<file path="config.mk">
export PLATFORM = sky130hd
export DESIGN_NAME = hcbp_ctrl
export DESIGN_NICKNAME = d
export VERILOG_FILES = /design/src/rtl/hcbp_pkg.sv /design/src/rtl/hcbp_ctrl.sv
export SDC_FILE = /design/constraint.sdc
export NUM_CORES = 1
export LEC_CHECK = 0
export ABC_CLOCK_PERIOD_IN_PS = 2900
export BUFFER_PORTS_ARGS = -buffer_cell sky130_fd_sc_hd__buf_2
export CAP_MARGIN = 20
export CORE_AREA = 2 2 39 41
export CTS_CLUSTER_SIZE = 12
export DETAILED_ROUTE_END_ITERATION = 8
export DIE_AREA = 0 0 41 43
export GPL_TIMING_DRIVEN = 0
export SYNTH_ARGS = -nofsm -noshare
export SYNTH_HDL_FRONTEND = slang
export SYNTH_SLANG_ARGS = --single-unit
</file>
<file path="constraint.sdc">
create_clock -name i_clk -period 2.9 [get_ports i_clk]
set_input_delay 0.145 -clock i_clk [delete_from_list [all_inputs] [get_ports i_clk]]
set_output_delay 0.145 -clock i_clk [all_outputs]
set_load 0.005 [all_outputs]
</file>
<file path="src/rtl/hcbp_pkg.sv">
// Shared types and constants for the Huffman code bit packer.
// Used by hcbp_ctrl, hcbp_datapath and huffman_code_bit_packer_top; no dependencies.
package hcbp_pkg;

    localparam int BYTE_BITS = 8;
    localparam int WORD_BITS = 32;
    localparam int LEN_BITS  = 6;
    localparam int ACC_BITS  = WORD_BITS + BYTE_BITS;

    typedef enum logic [1:0] {
        FUNC_LOAD   = 2'd0,
        FUNC_ENCODE = 2'd1,
        FUNC_FLUSH  = 2'd2,
        FUNC_RSVD   = 2'd3
    } t_func;

    typedef struct packed {
        logic [1:0]           func;
        logic [7:0]           symbol;
        logic [WORD_BITS-1:0] code_word;
        logic [LEN_BITS-1:0]  code_length;
    } t_in;

    typedef struct packed {
        logic [7:0] out_byte;
        logic       last_of_run;
    } t_out;

    typedef struct packed {
        logic wr;     // write table entry from the input request
        logic rd;     // read table entry for the input symbol
        logic flush;  // promote the partial byte to a full byte
        logic merge;  // append looked-up code bits to the accumulator
        logic emit;   // move one byte to the output register
    } t_cmd;

    typedef struct packed {
        logic part_nz;   // partial byte holds at least one bit
        logic merge_ge8; // merged bit count reaches a full byte
        logic ge8;       // accumulator holds a full byte
        logic last;      // the byte at hand is the final one of the request
        logic out_free;  // output register can take a byte this cycle
    } t_status;

endpackage

</file>
<file path="src/rtl/hcbp_ctrl.sv">
// Sequencing state machine of the Huffman code bit packer.
// Depends on hcbp_pkg for command, status and function code types.
module hcbp_ctrl
    import hcbp_pkg::*;
(
    input  logic    i_clk,
    input  logic    i_rst_n,
    input  logic    i_in_valid,
    input  t_func   i_func,
    input  t_status i_sts,
    output logic    o_in_ready,
    output t_cmd    o_cmd
);

    typedef enum logic [2:0] {
        ST_IDLE   = 3'b001,
        ST_LOOKUP = 3'b010,
        ST_EMIT   = 3'b100
    } t_state;

    t_state r_state, n_state;
    logic   accept;

    assign o_in_ready = (r_state == ST_IDLE);
    assign accept     = i_in_valid && o_in_ready;

    always_comb begin
        n_state = r_state;
        o_cmd   = '0;
        unique case (r_state)
            ST_IDLE: begin
                if (accept) begin
                    unique case (i_func)
                        FUNC_LOAD: begin
                            o_cmd.wr = 1'b1;
                        end
                        FUNC_ENCODE: begin
                            o_cmd.rd = 1'b1;
                            n_state  = ST_LOOKUP;
                        end
                        FUNC_FLUSH: begin
                            o_cmd.flush = 1'b1;
                            if (i_sts.part_nz) begin
                                n_state = ST_EMIT;
                            end
                        end
                        default: begin
                        end
                    endcase
                end
            end
            ST_LOOKUP: begin
                o_cmd.merge = 1'b1;
                n_state     = i_sts.merge_ge8 ? ST_EMIT : ST_IDLE;
            end
            ST_EMIT: begin
                if (!i_sts.ge8) begin
                    n_state = ST_IDLE;
                end else if (i_sts.out_free) begin
                    o_cmd.emit = 1'b1;
                    if (i_sts.last) begin
                        n_state = ST_IDLE;
                    end
                end
            end
            default: begin
                n_state = ST_IDLE;
            end
        endcase
    end

    always_ff @(posedge i_clk) begin
        if (!i_rst_n) begin
            r_state <= ST_IDLE;
        end else begin
            r_state <= n_state;
        end
    end

    // The lookup state is never held: the merge always follows the table read in the next cycle.
    a_lookup_one_cycle: assert property (@(posedge i_clk) disable iff (!i_rst_n)
        r_state == ST_LOOKUP |=> r_state != ST_LOOKUP)
        else $error("lookup state held for more than one cycle");

endmodule

</file>
==> out/results.txt <==
Yosys warnings - 0
DP Worst Slack - 1.57 ns
Core Region - 1380 um^2
worst hold path startpoint - i_rst_n
Final Skew - 0.00341 ns
die footprint - 1760 um^2
R2R setup slack - 1.72 ns
via count - 264
clk buf depth - 2
Top reg by flops - r_state
RSZ-0062 raised after global routing - no
Final nets - 57
Worst Path Required - 2.76 ns
status - complete, no violations
Root Buffer - clkbuf_4
Final Setup Violations - 0
CTS tree - yes
reg2reg path depth - 2
die span in y - 43 um
max-slew violation count - 0
max_cap viols - 0
mapped cell area - 233 um^2
terminating pin of the worst hold path - r_state[0]
vias per cell - 4.26
DRT Wirelength - 600 um
minimum clock period - 1.57 ns
syn_nets - 37
Rel. slew slack - 83.9%
largest net degree at the start of global routing - 7
top flop regs - r_state (3)
I/O pins - 16
Fin. Hold Viols - 0
Final HPWL DP - 462 um
Seq cells post-synth - 3
area grow syn2layout - 52.2%
postcts setup bufs - 0
number of DRC markers in iteration 0 - 2
CP max-delay cell - or3b_4
WL/cell - 9.68 um
Avg Inst Size Synth - 8.62 um^2
Setup WS post-layout - 1.33 ns
CTS Buf Count - 3
initial antenna violation count - 0
reg-to-reg endpoint - r_state[2]
global placement routability congestion - 0.699
Synth Instances - 27
clk_lat worst skew - 0.24 ns
number of global-route vias before repair - 250
antenna cells - 0
CP Class - reg2out
H-tree levels - 1
first-pass GRT wire length - 1040 um
Overall Global Routing Usage - 8.83%
Lkg Pwr - 0.000165 uW
proportion of layout cells with a drive suffix above 1 - 54.3%
Post-DP Area - 328 um^2
# hold bufs at CTS - 0
Peak VDD IR - 0.000205 V
TNS Setup - 0 ns
critical path data arrival time - 1.43 ns
CP top delay family - simple AND/OR/NAND/NOR gates
clock sink total - 3
port bufs - 15
startpoint types - flop
worst min path class - in2reg
Power Density - 406 nW/um^2
Worst Path Buf+Inv - 2
FMAX - 636 MHz
CP Cell Sequence - or3b_4 > inv_2 > nand2_2 > nor3_2 > buf_2
FF-to-FF Start - r_state[0]
Hold Path Depth - 2
max FFs per register - 3
DRT Pass-1 Iters - 2
Max stage delay on crit path - 0.42 ns
final core occ - 25.6%
initial core utilization - 16.8%
crit-path max FO - 6
fin crit share - 54.2%
cts repair resizes - 0
most frequent cells in the layout - buf_2 (15), and2_1 (3), clkbuf_4 (3), dfxtp_1 (3)
slew of the pin with the lowest slew margin - 0.239 ns
Final Cell Area - 354 um^2
final global-route overflow total - 0
# DRC - 0
row cnt - 14
most common cell after layout, fill and taps aside - buf_2
post-synthesis sequential area ratio - 25.8%
Clock Pin Slew Worst Setup and Hold Paths - 0.03 ns
antenna-violating nets left - 0
crit end category - output pin
chip width - 41 um
Distinct cells, synth - 21
==> final cells by class <==
cell class                      count  area, um^2
Fill cell                         155        1030
Tap cell                           16        20.0
Clock buffer                        4        26.3
Sequential cell                     3        60.1
Multi-Input combinational cell     22         165
Inverter                            2        7.51
Timing Repair Buffer               15        75.1
==> kinds of logic after synthesis <==
logic type	share of synthesized area (%)
simple gates	53.8
compound gates	17.2
flops	25.8
buf+inv	3.22
==> cells in the mapped netlist <==
cell type | instances | area [um^2]
o21ai_0 | 1 | 5.00
nor3b_1 | 1 | 7.51
nand2_1 | 2 | 7.51
or3b_4 | 1 | 11.3
nor2_1 | 1 | 3.75
a21oi_1 | 1 | 5.00
a32o_1 | 1 | 10.0
nand4bb_1 | 1 | 11.3
and4bb_2 | 1 | 12.5
nor3_2 | 1 | 10.0
inv_2 | 1 | 3.75
nand2b_1 | 1 | 6.26
dfxtp_1 | 3 | 60.1
nand3b_1 | 2 | 15.0
inv_1 | 1 | 3.75
and2_1 | 3 | 18.8
nand2_2 | 1 | 6.26
o221a_1 | 1 | 11.3
a32oi_1 | 1 | 8.76
nor2_2 | 1 | 6.26
and2b_2 | 1 | 8.76
==> metrics by stage <==
stage / std cells / total power, uW / hold slack [ns]
after global routing: 62 / 157 / 0.156
after global placement: 58 / 69.9 / 0.391
after floorplan: 27 / 57.4 / 0.260
final: 62 / 144 / 0.146
after CTS: 62 / 148 / 0.137
after detailed placement: 58 / 70.1 / 0.389
==> worst register-to-register path, delay by kind of cell (launching register included) <==
kind | cells | cell delay, ns
compound gates | 1 | 0.26
simple gates | 1 | 0.42
flops | 1 | 0.39
==> routing by layer <==
layer / track usage, % / part of all wire [%] / wire, um
met1: 11.9 / 47 / 279
met2: 11.3 / 42 / 254
met3: 6.28 / 11 / 66
met4: 2.00 / 0 / 0
met5: 0 / 0 / 0
==> power by group <==
| group | total [uW] | internal [uW] | leakage (uW) | switching [uW] |
|---|---|---|---|---|
| Combinational | 24.9 | 13.3 | 0.000125 | 11.6 |
| Clock | 74.3 | 51.6 | 0.0000150 | 22.7 |
| Sequential | 44.6 | 42.9 | 0.0000244 | 1.67 |
==> worst max path at each step <==
stage	endpoint	cells after the start	start	slack, ns
2_1_floorplan	o_cmd[2]	4	r_state[0]	1.75
3_3_place_gp	o_cmd[4]	5	r_state[0]	1.60
3_5_place_dp	o_cmd[4]	5	r_state[0]	1.57
4_1_cts	o_cmd[4]	5	r_state[0]	1.31
5_1_grt	o_cmd[4]	5	r_state[0]	1.21
6_report	o_cmd[4]	5	r_state[0]	1.33
No activity file was read; power rests on OpenSTA's default activity.
